## src/hw/rtl/cdq_pkg.sv

```systemverilog
// Shared types and constants for the circular deque.
`timescale 1ns / 1ps

package cdq_pkg;

  localparam int SlotW = 4;
  localparam int ElemW = 32;
  localparam int CmdW  = 3;
  localparam int CapW  = 5;
  localparam int StatW = 2;
  localparam int SlotLimit = 16;
  localparam int OutDataW = ((SlotW + ElemW + 7) / 8) * 8;

  typedef enum logic [CmdW-1:0] {
    CMD_PUSH_FRONT = 3'd0,
    CMD_PUSH_REAR  = 3'd1,
    CMD_POP_FRONT  = 3'd2,
    CMD_POP_REAR   = 3'd3,
    CMD_DISPLAY    = 3'd4
  } cmd_e;

  typedef enum logic [StatW-1:0] {
    STAT_OK    = 2'd0,
    STAT_FULL  = 2'd1,
    STAT_EMPTY = 2'd2
  } status_e;

  typedef enum logic {
    STEP_NEXT = 1'b0,
    STEP_PREV = 1'b1
  } step_dir_e;

  typedef enum logic [2:0] {
    S_IDLE,
    S_DECODE,
    S_PUSH_PREV,
    S_PUSH,
    S_POP,
    S_SHOW_RD,
    S_SHOW,
    S_ERR
  } state_e;

  typedef struct packed {
    logic             we;
    logic [SlotW-1:0] wslot;
    logic [ElemW-1:0] wdata;
    logic             re;
    logic [SlotW-1:0] rslot;
  } ram_req_t;

endpackage

```

## src/hw/rtl/circular_deque_top.sv

```systemverilog
// Circular deque top level: sequencer, pointers, result register.
`timescale 1ns / 1ps

// Double-ended queue in a ring store of up to 16 slots in use. One command is
// taken at a time on s_axis; results leave on m_axis through a result
// register, so the next command is taken while a result still waits. A push
// rear, pop or error goes through decode and then its result state, which
// loads the result register; a push front to a non-empty queue first steps
// back from the front slot in a state of its own. Display reads its first
// element in decode and each further element in a read state between results.
// The next command can be taken in the same cycle as the last result is presented.
// The registered read port of the store and the single shared slot stepper set
// this sequence, and a result held in the register stalls the sequencer until
// m_axis takes it. A write on the cfg channel sets the capacity (0 acts as 1,
// values above the built depth or 16 are clamped) and empties the queue; it is
// taken only when the block is idle. No clearing pass is needed after reset.
module circular_deque_top
  import cdq_pkg::*;
#(
  parameter int DEPTH = 16
) (
  input  logic                clk_i,
  input  logic                rst_ni,
  input  logic                s_axis_tvalid,
  output logic                s_axis_tready,
  input  logic [ElemW-1:0]    s_axis_tdata,   // [31:0] push_value
  input  logic [CmdW-1:0]     s_axis_tuser,   // [2:0] command
  output logic                m_axis_tvalid,
  input  logic                m_axis_tready,
  output logic [OutDataW-1:0] m_axis_tdata,   // [3:0] slot, [35:4] element, rest zero
  output logic [StatW-1:0]    m_axis_tuser,   // [1:0] status
  output logic                m_axis_tlast,
  input  logic                cfg_valid_i,
  output logic                cfg_ready_o,
  input  logic [CapW-1:0]     cfg_data_i
);

  localparam int CapMax = (DEPTH < SlotLimit) ? DEPTH : SlotLimit;

  state_e state_q, state_d;
  logic [CmdW-1:0]  cmd_q, cmd_d;
  logic [ElemW-1:0] val_q, val_d;
  logic [SlotW-1:0] slot_q, slot_d;
  status_e          err_q, err_d;
  logic [SlotW-1:0] front_q, front_d;
  logic [SlotW-1:0] rear_q, rear_d;
  logic             empty_q, empty_d;
  logic [CapW-1:0]  cap_q, cap_d;

  logic             m_valid_q, m_valid_d;
  status_e          m_stat_q, m_stat_d;
  logic [SlotW-1:0] m_slot_q, m_slot_d;
  logic [ElemW-1:0] m_elem_q, m_elem_d;
  logic             m_last_q, m_last_d;

  logic             out_free;
  logic             in_acc;
  logic             cfg_acc;
  logic             emit;
  logic             full;
  logic             show_last;
  logic [SlotW-1:0] step_slot;
  step_dir_e        step_dir;
  logic [SlotW-1:0] step_res;
  ram_req_t         ram_req;
  logic [ElemW-1:0] ram_rdata;

  cdq_step u_step (
    .slot_i (step_slot),
    .dir_i  (step_dir),
    .cap_i  (cap_q),
    .slot_o (step_res)
  );

  cdq_ram #(.DEPTH(DEPTH)) u_ram (
    .clk_i   (clk_i),
    .req_i   (ram_req),
    .rdata_o (ram_rdata)
  );

  assign out_free  = !m_valid_q || m_axis_tready;
  assign in_acc    = s_axis_tvalid && s_axis_tready;
  assign cfg_acc   = cfg_valid_i && cfg_ready_o;
  assign full      = !empty_q && (step_res == front_q);
  assign show_last = (slot_q == rear_q);

  assign s_axis_tready = (state_q == S_IDLE);
  assign cfg_ready_o   = (state_q == S_IDLE);

  always_comb begin
    state_d = state_q;
    case (state_q)
      S_IDLE: if (in_acc) state_d = S_DECODE;
      S_DECODE: begin
        case (cmd_q)
          CMD_PUSH_FRONT, CMD_PUSH_REAR: begin
            if (full) state_d = S_ERR;
            else if (!empty_q && cmd_q == CMD_PUSH_FRONT) state_d = S_PUSH_PREV;
            else state_d = S_PUSH;
          end
          CMD_POP_FRONT, CMD_POP_REAR: state_d = empty_q ? S_ERR : S_POP;
          CMD_DISPLAY: state_d = empty_q ? S_ERR : S_SHOW;
          default: state_d = S_IDLE;
        endcase
      end
      S_PUSH_PREV: state_d = S_PUSH;
      S_PUSH, S_POP, S_ERR: if (out_free) state_d = S_IDLE;
      S_SHOW: if (out_free) state_d = show_last ? S_IDLE : S_SHOW_RD;
      S_SHOW_RD: state_d = S_SHOW;
      default: state_d = S_IDLE;
    endcase
  end

  always_comb begin
    cmd_d     = cmd_q;
    val_d     = val_q;
    slot_d    = slot_q;
    err_d     = err_q;
    front_d   = front_q;
    rear_d    = rear_q;
    empty_d   = empty_q;
    cap_d     = cap_q;
    step_slot = slot_q;
    step_dir  = STEP_NEXT;
    ram_req   = '0;
    emit      = 1'b0;
    m_stat_d  = m_stat_q;
    m_slot_d  = m_slot_q;
    m_elem_d  = m_elem_q;
    m_last_d  = m_last_q;

    case (state_q)
      S_IDLE: begin
        if (in_acc) begin
          cmd_d = s_axis_tuser;
          val_d = s_axis_tdata;
        end
        if (cfg_acc) begin
          if (cfg_data_i == '0) cap_d = CapW'(1);
          else if (cfg_data_i > CapW'(CapMax)) cap_d = CapW'(CapMax);
          else cap_d = cfg_data_i;
          front_d = '0;
          rear_d  = '0;
          empty_d = 1'b1;
        end
      end
      S_DECODE: begin
        step_slot = rear_q;
        case (cmd_q)
          CMD_PUSH_FRONT, CMD_PUSH_REAR: begin
            err_d  = STAT_FULL;
            slot_d = empty_q ? '0 : step_res;
          end
          CMD_POP_FRONT, CMD_POP_REAR: begin
            err_d       = STAT_EMPTY;
            slot_d      = (cmd_q == CMD_POP_FRONT) ? front_q : rear_q;
            ram_req.re  = !empty_q;
            ram_req.rslot = slot_d;
          end
          CMD_DISPLAY: begin
            err_d       = STAT_EMPTY;
            slot_d      = front_q;
            ram_req.re  = !empty_q;
            ram_req.rslot = front_q;
          end
          default: err_d = err_q;
        endcase
      end
      S_PUSH_PREV: begin
        step_slot = front_q;
        step_dir  = STEP_PREV;
        slot_d    = step_res;
      end
      S_PUSH: begin
        if (out_free) begin
          emit          = 1'b1;
          ram_req.we    = 1'b1;
          ram_req.wslot = slot_q;
          ram_req.wdata = val_q;
          m_stat_d = STAT_OK;
          m_slot_d = slot_q;
          m_elem_d = '0;
          m_last_d = 1'b1;
          if (empty_q) begin
            front_d = '0;
            rear_d  = '0;
            empty_d = 1'b0;
          end else if (cmd_q == CMD_PUSH_FRONT) begin
            front_d = slot_q;
          end else begin
            rear_d = slot_q;
          end
        end
      end
      S_POP: begin
        step_dir = (cmd_q == CMD_POP_FRONT) ? STEP_NEXT : STEP_PREV;
        if (out_free) begin
          emit     = 1'b1;
          m_stat_d = STAT_OK;
          m_slot_d = slot_q;
          m_elem_d = ram_rdata;
          m_last_d = 1'b1;
          if (front_q == rear_q) begin
            front_d = '0;
            rear_d  = '0;
            empty_d = 1'b1;
          end else if (cmd_q == CMD_POP_FRONT) begin
            front_d = step_res;
          end else begin
            rear_d = step_res;
          end
        end
      end
      S_SHOW: begin
        if (out_free) begin
          emit     = 1'b1;
          m_stat_d = STAT_OK;
          m_slot_d = slot_q;
          m_elem_d = ram_rdata;
          m_last_d = show_last;
          slot_d   = step_res;
        end
      end
      S_SHOW_RD: begin
        ram_req.re    = 1'b1;
        ram_req.rslot = slot_q;
      end
      S_ERR: begin
        if (out_free) begin
          emit     = 1'b1;
          m_stat_d = err_q;
          m_slot_d = '0;
          m_elem_d = '0;
          m_last_d = 1'b1;
        end
      end
      default: emit = 1'b0;
    endcase

    if (emit) m_valid_d = 1'b1;
    else if (m_axis_tready) m_valid_d = 1'b0;
    else m_valid_d = m_valid_q;
  end

  always_ff @(posedge clk_i or negedge rst_ni) begin
    if (!rst_ni) begin
      state_q   <= S_IDLE;
      front_q   <= '0;
      rear_q    <= '0;
      empty_q   <= 1'b1;
      cap_q     <= CapW'(CapMax);
      m_valid_q <= 1'b0;
    end else begin
      state_q   <= state_d;
      front_q   <= front_d;
      rear_q    <= rear_d;
      empty_q   <= empty_d;
      cap_q     <= cap_d;
      m_valid_q <= m_valid_d;
    end
  end

  always_ff @(posedge clk_i) begin
    cmd_q    <= cmd_d;
    val_q    <= val_d;
    slot_q   <= slot_d;
    err_q    <= err_d;
    m_stat_q <= m_stat_d;
    m_slot_q <= m_slot_d;
    m_elem_q <= m_elem_d;
    m_last_q <= m_last_d;
  end

  assign m_axis_tvalid = m_valid_q;
  assign m_axis_tuser  = m_stat_q;
  assign m_axis_tlast  = m_last_q;
  assign m_axis_tdata  = OutDataW'({m_elem_q, m_slot_q});

  a_empty_ptrs_zero: assert property (@(posedge clk_i) disable iff (!rst_ni)
    empty_q |-> (front_q == '0) && (rear_q == '0))
    else $error("empty queue with nonzero pointers");

  a_ptrs_in_ring: assert property (@(posedge clk_i) disable iff (!rst_ni)
    ({1'b0, front_q} < cap_q) && ({1'b0, rear_q} < cap_q))
    else $error("pointer outside ring in use");

  a_push_fills: assert property (@(posedge clk_i) disable iff (!rst_ni)
    (state_q == S_PUSH) && out_free && !cfg_acc |=> !empty_q)
    else $error("queue empty after push");

  a_error_zero_payload: assert property (@(posedge clk_i) disable iff (!rst_ni)
    m_valid_q && (m_stat_q != STAT_OK) |-> (m_slot_q == '0) && (m_elem_q == '0) && m_last_q)
    else $error("error result with payload");

endmodule

```

## src/hw/rtl/cdq_ram.sv

```systemverilog
// Ring store: one write port and one registered read port.
`timescale 1ns / 1ps

module cdq_ram
  import cdq_pkg::*;
#(
  parameter int DEPTH = 16
) (
  input  logic             clk_i,
  input  ram_req_t         req_i,
  output logic [ElemW-1:0] rdata_o
);

  localparam int AddrW = (DEPTH > 1) ? $clog2(DEPTH) : 1;

  logic [ElemW-1:0] mem [DEPTH];
  logic [ElemW-1:0] rdata_q;

  always_ff @(posedge clk_i) begin
    if (req_i.we) begin
      mem[AddrW'(req_i.wslot)] <= req_i.wdata;
    end
  end

  always_ff @(posedge clk_i) begin
    if (req_i.re) begin
      rdata_q <= mem[AddrW'(req_i.rslot)];
    end
  end

  assign rdata_o = rdata_q;

endmodule

```

## src/hw/rtl/cdq_step.sv

```systemverilog
// Shared slot stepper: next or previous slot around the ring in use.
`timescale 1ns / 1ps

module cdq_step
  import cdq_pkg::*;
(
  input  logic [SlotW-1:0] slot_i,
  input  step_dir_e        dir_i,
  input  logic [CapW-1:0]  cap_i,
  output logic [SlotW-1:0] slot_o
);

  logic [CapW-1:0] inc;
  logic [CapW-1:0] cap_m1;

  assign inc    = {1'b0, slot_i} + CapW'(1);
  assign cap_m1 = cap_i - CapW'(1);

  always_comb begin
    case (dir_i)
      STEP_NEXT: slot_o = (inc >= cap_i) ? '0 : inc[SlotW-1:0];
      STEP_PREV: slot_o = (slot_i == '0) ? cap_m1[SlotW-1:0] : slot_i - SlotW'(1);
      default:   slot_o = slot_i;
    endcase
  end

endmodule

```

## config.mk

```make
export PLATFORM = sky130hd
export DESIGN_NAME = circular_deque_top
export DESIGN_NICKNAME = d
export VERILOG_FILES = /design/src/hw/rtl/cdq_pkg.sv /design/src/hw/rtl/circular_deque_top.sv /design/src/hw/rtl/cdq_ram.sv /design/src/hw/rtl/cdq_step.sv
export SDC_FILE = /design/constraint.sdc
export NUM_CORES = 1
export LEC_CHECK = 0
export BUFFER_PORTS_ARGS = -buffer_cell sky130_fd_sc_hd__buf_2
export CORE_UTILIZATION = 56
export DETAILED_ROUTE_END_ITERATION = 10
export PLACE_DENSITY = 0.77
export SYNTH_ARGS = -nofsm -noshare
export SYNTH_HDL_FRONTEND = slang
export SYNTH_SLANG_ARGS = --single-unit
```

## constraint.sdc

```tcl
create_clock -name clk_i -period 4.2 [get_ports clk_i]
set_input_delay 1.26 -clock clk_i [delete_from_list [all_inputs] [get_ports clk_i]]
set_output_delay 1.26 -clock clk_i [all_outputs]
set_load 0.02 [all_outputs]
```

**Word level (Yosys, flattened, before mapping)**

Memories as Yosys holds them, arrays and structs flattened. A register that Yosys moved wholly into a read port is not among the register bits.
Cells that the tools add are included.
Widths: inputs -> output; s select.

- Flip-flop bits (word level): 98
- Bits in latches: 0
- Memory bits (writable): 512
- ROM bits: 0
- Input bits: 45
- Output and inout bits: 46
- Logic and storage cells: 154
- Memories kept: 1

Memory list:

| memory | depth | width | rd ports | clocked after memory_dff | write ports | RTL line | RTL |
|---|---|---|---|---|---|---|---|
| u_ram.mem | 16 | 32 | 1 | 1 | 1 | cdq_ram.sv:16 | `logic [ElemW-1:0] mem [DEPTH];` |

- $add $sub $neg: 3
- $mul: 0
- Div/mod/pow operators: 0
- Order comparisons: 2
- Eq/ne operators: 30
- Shift operators: 0
- Mux-type cells: 66
- Bitwise gates (word level): 1
- Reductions and logical operators: 37

Operators by type and width:

| cell | count |
|---|---|
| $mux 4 | 20 |
| $mux 37 | 2 |
| $mux 32 | 2 |
| $pmux 32 s2 | 1 |
| $pmux 4 s3 | 4 |
| $pmux 4 s2 | 3 |
| $pmux 5 s2 | 2 |
| $pmux 3 s6 | 1 |
| $eq 3x3->1 const B | 5 |
| $mux 1 | 15 |
| $mux 3 | 5 |
| $reduce_and 3->1 | 5 |
| $eq 3x2->1 const B | 4 |
| $eq 4x4->1 | 3 |
| $ne 2x1->1 const B | 6 |
| $ne 3x3->1 const B | 4 |
| $reduce_and 6->1 | 2 |
| $mux 5 | 2 |
| $ne 2x2->1 const B | 5 |
| $reduce_bool 2->1 | 5 |
| $pmux 3 s3 | 1 |
| $reduce_or 3->1 | 3 |
| $pmux 2 s2 | 2 |
| $reduce_or 2->1 | 4 |
| other kinds (20) | 33 |

**Longest topological paths before layout**

Gate-level depths: netlist of run 1.

- Depth after elaboration: 11
- Gate-level depth with buffers: 18
- Gate-level depth less buffers: 16

**Hierarchy**

A second synthesis of run 1 with hierarchy kept.

- Cells, all modules: 1,253
- Area total of the unflattened synthesis: 25,025.3 sq um

By module, submodules not included:

| module | times used | cells each | area an instance (sq um) | seq. area each (sq um) |
|---|---|---|---|---|
| cdq_ram | 1 | 838 | 20,155.6 | 16,335.7 |
| circular_deque_top | 1 | 368 | 4,520.6 | 2,855.2 |
| cdq_step | 1 | 47 | 349.1 | 0.0 |

**Worst setup path before layout of run 1**

OpenSTA, ideal clock, no wires.

- Path type: input to register
- From: input port m_axis_tready
- To: memory u_ram.mem[2][0], enable pin
- Library setup time: 0.461 ns
- Data arrival time: 4.423 ns
- Required time: 3.739 ns
- Path slack: -0.684 ns
- Stages: 5
- Path buffers: 1
- Cell sequence: nor2b_1 -> clkbuf_1 -> nor3_1 -> nand3b_1 -> nor3_1

- Word-level cells in the longest chain between the ends: 5

RTL lines:

| element | RTL line | RTL |
|---|---|---|
| start, declared | circular_deque_top.sv:29 | `input logic m_axis_tready,` |
| $logic_or 1x1->1 * | circular_deque_top.sv:81 | `assign out_free = !m_valid_q \|\| m_axis_tready;` |
| $mux 37 * | circular_deque_top.sv:175 | `if (out_free) begin` |
| $mux 37 * | circular_deque_top.sv:132 | `case (state_q)` |
| $mux 1 | cdq_ram.sv:20 | `if (req_i.we) begin` |
| $mux 1 (not written as such) | cdq_ram.sv:21 | `mem[AddrW'(req_i.wslot)] <= req_i.wdata;` |
| end, declared | cdq_ram.sv:16 |  |

Mark *: on every way between the ends. The rest lies on a longest branch, timed or not.

**Worst setup path after layout of run 1**

- From: register state_q[1]
- To: register state_q[0]

- Word-level cells in the longest chain between the ends: 11
- Elaborated cells on any way between the ends: 29
- Those cells by class: add/sub: 2; order compare: 1; eq/ne: 11; mux: 8; bitwise: 1; reduce/logical: 6

RTL lines:

| element | RTL line | RTL |
|---|---|---|
| start, declared | circular_deque_top.sv:40 | `state_e state_q, state_d;` |
| start signal, assigned | circular_deque_top.sv:254 | `state_q <= state_d;` |
| $eq 3x2->1 / $eq 3x1->1 (equally long branches) | circular_deque_top.sv:92, circular_deque_top.sv:132 |  |
| $pmux 4 s2 | circular_deque_top.sv:132 |  |
| $add 4x1->5 | cdq_step.sv:16 | `assign inc = {1'b0, slot_i} + CapW'(1);` |
| $ge 5x5->1 | cdq_step.sv:21 | `STEP_NEXT: slot_o = (inc >= cap_i) ? '0 : inc[SlotW-1:0];` |
| $mux 4 | cdq_step.sv:21 |  |
| $pmux 4 s2 | cdq_step.sv:20 | `case (dir_i)` |
| $eq 4x4->1 | circular_deque_top.sv:84 | `assign full = !empty_q && (step_res == front_q);` |
| $logic_and 1x1->1 | circular_deque_top.sv:84 |  |
| $mux 3 | circular_deque_top.sv:97 | `if (full) state_d = S_ERR;` |
| $pmux 3 s3 | circular_deque_top.sv:95 | `case (cmd_q)` |
| $pmux 3 s6 | circular_deque_top.sv:92 | `case (state_q)` |

Parallel ways exist; a longest one is shown, timed or not.
A chain may end at the register's enable or synchronous reset.

==> reports/qor.txt, run 1 <==
status = finished, final reports clean
count leader, synth = edfxtp_1
area growth from synthesis to layout = 12.87%
placed insts = 2518
final count of pins violating max slew = 0
Mapped Area = 25920 um2
largest net degree at the start of global routing = 145
dpl hpwl = 32.04 mm
CTS root buffer = clkbuf_16
CP Capture Type = flip-flop
sequential fraction of the synthesis area = 74.04%
drt pass-1 iters = 6
Reg area = 19190 um2
Worst Setup Start Kind = flip-flop
final wirelength = 59.57 mm
sequential cell fraction of total power = 44.2%
Initial Utilization = 56.99%
initial antenna violation count = 0
Worst Hold Class = reg2reg
clock buffer depth = 3
Synth cell types = 72
CP Class = reg2reg
hold_ws = 0.5096 ns
Yosys Warn Count = 0
core area = 45480 um2
CTS buffer count = 66
Pwr Density = 642.7 nW/um2
nets = 2039
RSZ-0062 raised after global routing = no
CTS tree = done
CP Buf/Inv Count = 2
max_slew headroom = 26.38%
clk slew on worst S/H paths = 0.06 ns
minimum clock period = 3.890 ns
H-tree levels = 3
number of remaining DRC errors = 0
clock latency on the worst-skew pair = 0.61 ns
vias in the first global route = 15650
worst-path cell chain = nand2b_1 -> o22a_1 -> o22a_2 -> inv_1 -> ha_1 -> inv_1 -> or3_4 -> nand2_1 -> o21ai_0 -> ha_1 -> or3_1 -> a32o_1 -> and3_1 -> o211ai_1 -> o21ai_1
Worst EP arrival = 4.33 ns
fillers = 3173
Mapped Cells = 1909
Post-Layout Cell Count = 2635
TNS Setup = 0 ns
Sw Share = 31.55%
Die Wd = 217.1 um
slowest CP cell = dfrtp_1
Vias/cell = 6.049
Avg Cell Area, Syn = 13.58 um2
Tightest Pin Transition = 1.104 ns
Synth top cells by count = edfxtp_1 (624), nand2_1 (476), and2_1 (130)
Crit path largest cell delay = 0.66 ns
Cell Rows = 78
top post-synthesis cells by area = edfxtp_1 (72%), nand2_1 (6.9%), and2_1 (3.1%), a211oi_1 (1.9%), o21ai_0 (1.6%)
area occupied by multi-input gates = 6299 um2
Max Cap Viol = 0
routed length per instance = 22.61 um
Worst EP required = 4.64 ns
Yosys reg bits = 642
Boundary Pins = 91
Psw = 5933 uW
Post CTS Setup Buffer Count = 0
max frequency = 257.1 MHz
Die Area = 47150 um2
Async SR Flop Fraction = 2.804%
Final setup viols = 0
Peak VDD IR = 0.0005111 V
worst-path maximum fanout = 16
total grt overflow = 0
Fin Clk Skew = 0.03085 ns
Pint = 12870 uW
Clock Sinks = 642
largest area contributor in the netlist = edfxtp_1
Top FF cell, synth = edfxtp_1
I/O Buffers = 86
hold violation count in the final report = 0
Static Leak = 0.009772 uW
Final Wtd Congestion = 0.8878
Tcrit/Tclk final = 92.62%
via count = 15940
Clk network pwr share = 30.3%
Final ANT Viol Nets = 0
Iter 0 DRT Violations = 1913
Yosys top cell area share = 72.29%
Comb pwr share = 25.4%
ANT cells = 0
gr usage total = 25.88%
die span in y = 217.1 um
Largest delay share family, worst path = simple AND/OR/NAND/NOR gates
count of flip-flops with a built-in enable after synthesis = 624
global-route wire length before repair = 91.30 mm
layout cells sized above 1 = 13.61%
Post-Route Utilization = 64.33%
## state kept, by name (all words and copies together) (netlist names)
name / cells
cap_q: 5
m_axis_tvalid: 1
err_q: 2
u_ram.mem: 512
m_axis_tuser: 2
slot_q: 4
cmd_q: 3
m_elem_q: 32
empty_q: 1
state_q: 3
front_q: 4
rear_q: 4
m_axis_tlast: 1
val_q: 32
m_slot_q: 4
u_ram.rdata_o: 32
## kinds of logic (layout without fill, tap and decap cells)
family,count (synthesis),after routing,synth area share (%)
AO/OA/AOI/OAI,334,334,8.829
XOR/XNOR,16,16,0.5406
buffers and inverters,138,261,2.481
other,1,4,0.01447
adder cells (fa/ha/maj),8,8,0.3862
flip-flops,642,642,74.04
multiplexers,11,11,0.4827
AND/OR/NAND/NOR,759,759,13.23
## per-layer routing
layer,GRT usage (%),up-vias,routed length [um]
met2,41.57,814,28940
met3,4.430,116,4871
met4,10.35,0,1726
met1,35.44,7830,24040
li1,-,7179,-
met5,0,-,0
## worst paths after layout
check | start | endpoint | slack, ns | cells past startpoint
max | state_q[1] | state_q[0] | 0.31 | 15
max reg2reg | state_q[1] | state_q[0] | 0.31 | 15
min | cap_q[3] | cap_q[3] | 0.51 | 2
min in group asynchronous | rst_ni | m_axis_tvalid | 0.64 | 1
max in group asynchronous | rst_ni | cap_q[4] | 3.20 | 1
min reg2reg | cap_q[3] | cap_q[3] | 0.51 | 2
## stage by stage
step	worst slack, ns	area, um2	power (uW)
floorplan	0.1739	25950	11690
global placement	0.3711	27130	13040
detailed placement	0.3480	27130	13150
CTS	0.3093	29250	18840
global route	0.03111	29260	19680
finish	0.3101	29260	18800
## power groups by stage
stage               clock (uW)  sequential, uW  combinational, uW
floorplan                    0            8480               3210
finish                    5700            8320               4790
global placement             0            8420               4620
global route              6060            8370               5250
detailed placement           0            8440               4710
CTS                       5780            8310               4750
## final cells by class
cell class,instances,share of cell area (%)
flip-flops and latches,642,65.60
multi-input cells,1132,21.53
clock buffers,78,6.017
repair buffers,128,2.848
well taps,600,2.566
clock inverters,39,1.236
inverters,16,0.2053
## cell usage in the layout, fill, tap and decap left out, drive strengths merged, types with 7 or more instances in the layout
| cell | netlist | final |
|---|---|---|
| and2 | 139 | 139 |
| inv | 16 | 18 |
| nand2 | 476 | 476 |
| a21oi | 12 | 12 |
| ha | 8 | 8 |
| xnor2 | 10 | 10 |
| o221ai | 32 | 32 |
| mux2 | 9 | 9 |
| buf | 66 | 128 |
| a31oi | 65 | 65 |
| o22ai | 7 | 7 |
| edfxtp | 624 | 624 |
| dfrtp | 16 | 16 |
| a22oi | 36 | 36 |
| nor3 | 10 | 10 |
| a211oi | 65 | 65 |
| clkinv | 0 | 28 |
| o21ai | 89 | 89 |
| nand3 | 66 | 66 |
| nand2b | 10 | 10 |
| nor2 | 35 | 35 |
| clkbuf | 56 | 78 |
## tightest hold or removal path, stage by stage, from the launching register on
cell and delay [ns]:
dfrtp_1 0.35, nand2_1 0.05, o21ai_0 0.07
## what timing repair did
item	CTS	global route
endpoints found under the setup margin	0	7
gates resized for setup	0	1
hold buffers	0	0
No activity file was read; power rests on OpenSTA's default activity.
==> inputs of run 2 (changes only) <==
Settings changed: CORE_UTILIZATION 56 to 55, PLACE_DENSITY 0.77 to 0.76, SKIP_LAST_GASP from default to 1, SYNTH_HIERARCHICAL from default to 1.
==> run 2 against run 1 <==
Net effect:
- total power decreased by 5.2%
- combinational power decreased by 10%
- critical path type unchanged
- global-route usage decreased by 1.8 points
==> reports/qor.txt, run 2 <==
status = finished, final reports clean
Reg area = 19190 um2
gr usage total = 24.03%
ANT cells = 0
Worst Hold Class = reg2reg
Biggest register = u_ram/mem
CTS root buffer = clkbuf_16
via count = 12590
Pwr Density = 623.0 nW/um2
area growth from synthesis to layout = 14.35%
I/O Buffers = 86
pre-CTS WS = 0.2314 ns
routed length per instance = 26.58 um
max reg flops = 512
Tightest Pin Transition = 1.043 ns
Top FF cell, synth = edfxtp_1
Peak VDD IR = 0.0003929 V
minimum clock period = 3.866 ns
number of remaining DRC errors = 0
Post CTS Setup Buffer Count = 0
Synth cell types = 57
Clock Sinks = 642
top post-synthesis cells by area = edfxtp_1 (75%), mux4_2 (12%), a22oi_1 (1.9%), and2_1 (1.9%), dfrtp_1 (1.6%)
Yosys reg bits = 642
fin area = 28620 um2
clock latency on the worst-skew pair = 0.62 ns
max frequency = 258.6 MHz
slowest CP cell = dfrtp_1
Mapped Cells = 1253
die span in y = 215.3 um
most common cell after layout, fill and taps aside = edfxtp_1
final count of pins violating max slew = 0
nets = 1455
largest net degree at the start of global routing = 73
Final ANT Viol Nets = 0
final wirelength = 54.28 mm
Static Leak = 0.009194 uW
clk slew on worst S/H paths = 0.06 ns
RSZ-0062 raised after global routing = no
count leader, synth = edfxtp_1
vias in the first global route = 12960
Final Wtd Congestion = 0.9206
worst-path cell chain = nor2_1 -> a211oi_1 -> a21oi_1 -> nor2_2 -> inv_1 -> ha_1 -> ha_1 -> o211ai_1 -> o21ai_1 -> a2111oi_1 -> o32a_1 -> xor2_1 -> nor3_1 -> a2111oi_0 -> o22ai_1
Tcrit/Tclk final = 92.05%
CTS buffer count = 59
H-tree levels = 2
layout cells sized above 1 = 28.69%
area occupied by multi-input gates = 5713 um2
Mapped Area = 25030 um2
global-route wire length before repair = 80.94 mm
Async SR Flop Fraction = 2.804%
Die Area = 46360 um2
dpl hpwl = 30.26 mm
worst setup margin = 0.3337 ns
CP Capture Type = flip-flop
total grt overflow = 0
count of flip-flops with a built-in enable after synthesis = 624
Worst EP required = 4.66 ns
Final setup viols = 0
DP Area = 26690 um2
most frequent cells in the layout = edfxtp_1 (624), mux4_2 (128), buf_2 (86)
Initial Utilization = 56.22%
Fin Clk Skew = 0.02117 ns
fillers = 2922
Cell Rows = 77
Vias/cell = 6.163
Synth top cells by count = edfxtp_1 (624), mux4_2 (128), and2_1 (75)
largest area contributor in the netlist = edfxtp_1
Die Wd = 215.3 um
Avg Cell Area, Syn = 19.97 um2
drt pass-1 iters = 5
Worst EP arrival = 4.33 ns
Yosys top cell area share = 74.88%
max_slew headroom = 30.30%
crit-path most repeated cell = ha_1
Iter 0 DRT Violations = 1363
sequential fraction of the synthesis area = 76.69%
initial antenna violation count = 1
Worst Setup Start Kind = flip-flop
hold violation count in the final report = 0
Boundary Pins = 91
worst-path maximum fanout = 9
Crit path largest cell delay = 0.51 ns
CTS tree = done
clock buffer depth = 3
core area = 44510 um2
CP Class = reg2reg
Max Cap Viol = 0
Yosys Warn Count = 6
[run 2: cell count changes after synthesis, sizes merged, moves of 5 or more]
cell / previous run / this run
a21oi: 12 / 19
a211oi: 65 / 9
a31oi: 65 / 2
clkbuf: 56 / 32
nand2: 476 / 49
o221ai: 32 / 2
nand3: 66 / 5
o21ai: 89 / 16
mux4: 0 / 128
buf: 66 / 34
and2: 139 / 75
o22ai: 7 / 2
nor2: 35 / 52
a22oi: 36 / 64
[run 2: kinds of logic (layout without fill, tap and decap cells)]
logic type / after synthesis / after routing / share of synthesized area (%)
compound gates: 135 / 135 / 4.010
simple gates: 232 / 232 / 4.805
xor+xnor: 16 / 16 / 0.5600
buf+inv: 78 / 272 / 1.440
flops: 642 / 642 / 76.69
other cells: 1 / 4 / 0.01498
fa+ha+maj: 8 / 8 / 0.4000
mux: 141 / 141 / 12.08
[run 2: cell type report]
| cell class | count | area share (%) |
|---|---|---|
| timing repair buffer | 151 | 3.559 |
| inverter | 12 | 0.1574 |
| tap | 592 | 2.588 |
| clock inverter | 41 | 1.316 |
| multi-input combinational | 536 | 19.96 |
| clock buffer | 68 | 5.347 |
| sequential | 642 | 67.07 |
[run 2: routing by layer]
metal  up-vias  global-route usage [%]  wire length [um]
met5         -                       0                13
met4         2                   8.960              1793
met3       126                   3.312              4129
met2       602                   39.74             26950
met1      6489                   32.91             21390
li1       5366                       -                 -
[run 2: final timing paths]
| check | depth (start not counted) | slack, ns | start | endpoint |
|---|---|---|---|---|
| worst min-delay path | 2 | 0.49 | cap_q[3] | cap_q[3] |
| worst max register to register | 15 | 0.33 | state_q[2] | state_q[2] |
| min in group asynchronous | 1 | 0.58 | rst_ni | rear_q[3] |
| worst max-delay path | 15 | 0.33 | state_q[2] | state_q[2] |
| max in group asynchronous | 1 | 3.28 | rst_ni | empty_q |
| worst min register to register | 2 | 0.49 | cap_q[3] | cap_q[3] |
[run 2: through the flow]
stage          std cells  hold WS [ns]  total power [uW]  setup TNS [ns]  util, %
6_report            2042        0.4888             17830               0    64.29
5_1_grt             2042        0.5156             18530               0    64.29
4_1_cts             2042        0.4907             17900               0    64.26
3_5_place_dp        1933        0.4756             12620               0    59.97
3_3_place_gp        1933        0.4780             12550               0    59.97
2_1_floorplan       1256        0.4498             11210          -20.70        -
[run 2: worst max-delay path, delay by kind of cell, from the launching register on]
| kind | cells | cell delay [ns] |
|---|---|---|
| adder cells (fa/ha/maj) | 2 | 0.62 |
| AND/OR/NAND/NOR | 3 | 0.41 |
| buffers and inverters | 1 | 0.12 |
| flip-flops | 1 | 0.51 |
| AO/OA/AOI/OAI | 8 | 1.90 |
| XOR/XNOR | 1 | 0.16 |
[run 2: power breakdown]
group / internal (uW) / switching [uW]
sequential: 7960 / 274
clock: 3030 / 2270
combinational: 1680 / 2600
[run 2: what timing repair did]
item / 4_1_cts / 5_1_grt
resized for setup: 0 / 6
setup endpoints to repair: 0 / 1
hold buffers: 0 / 0
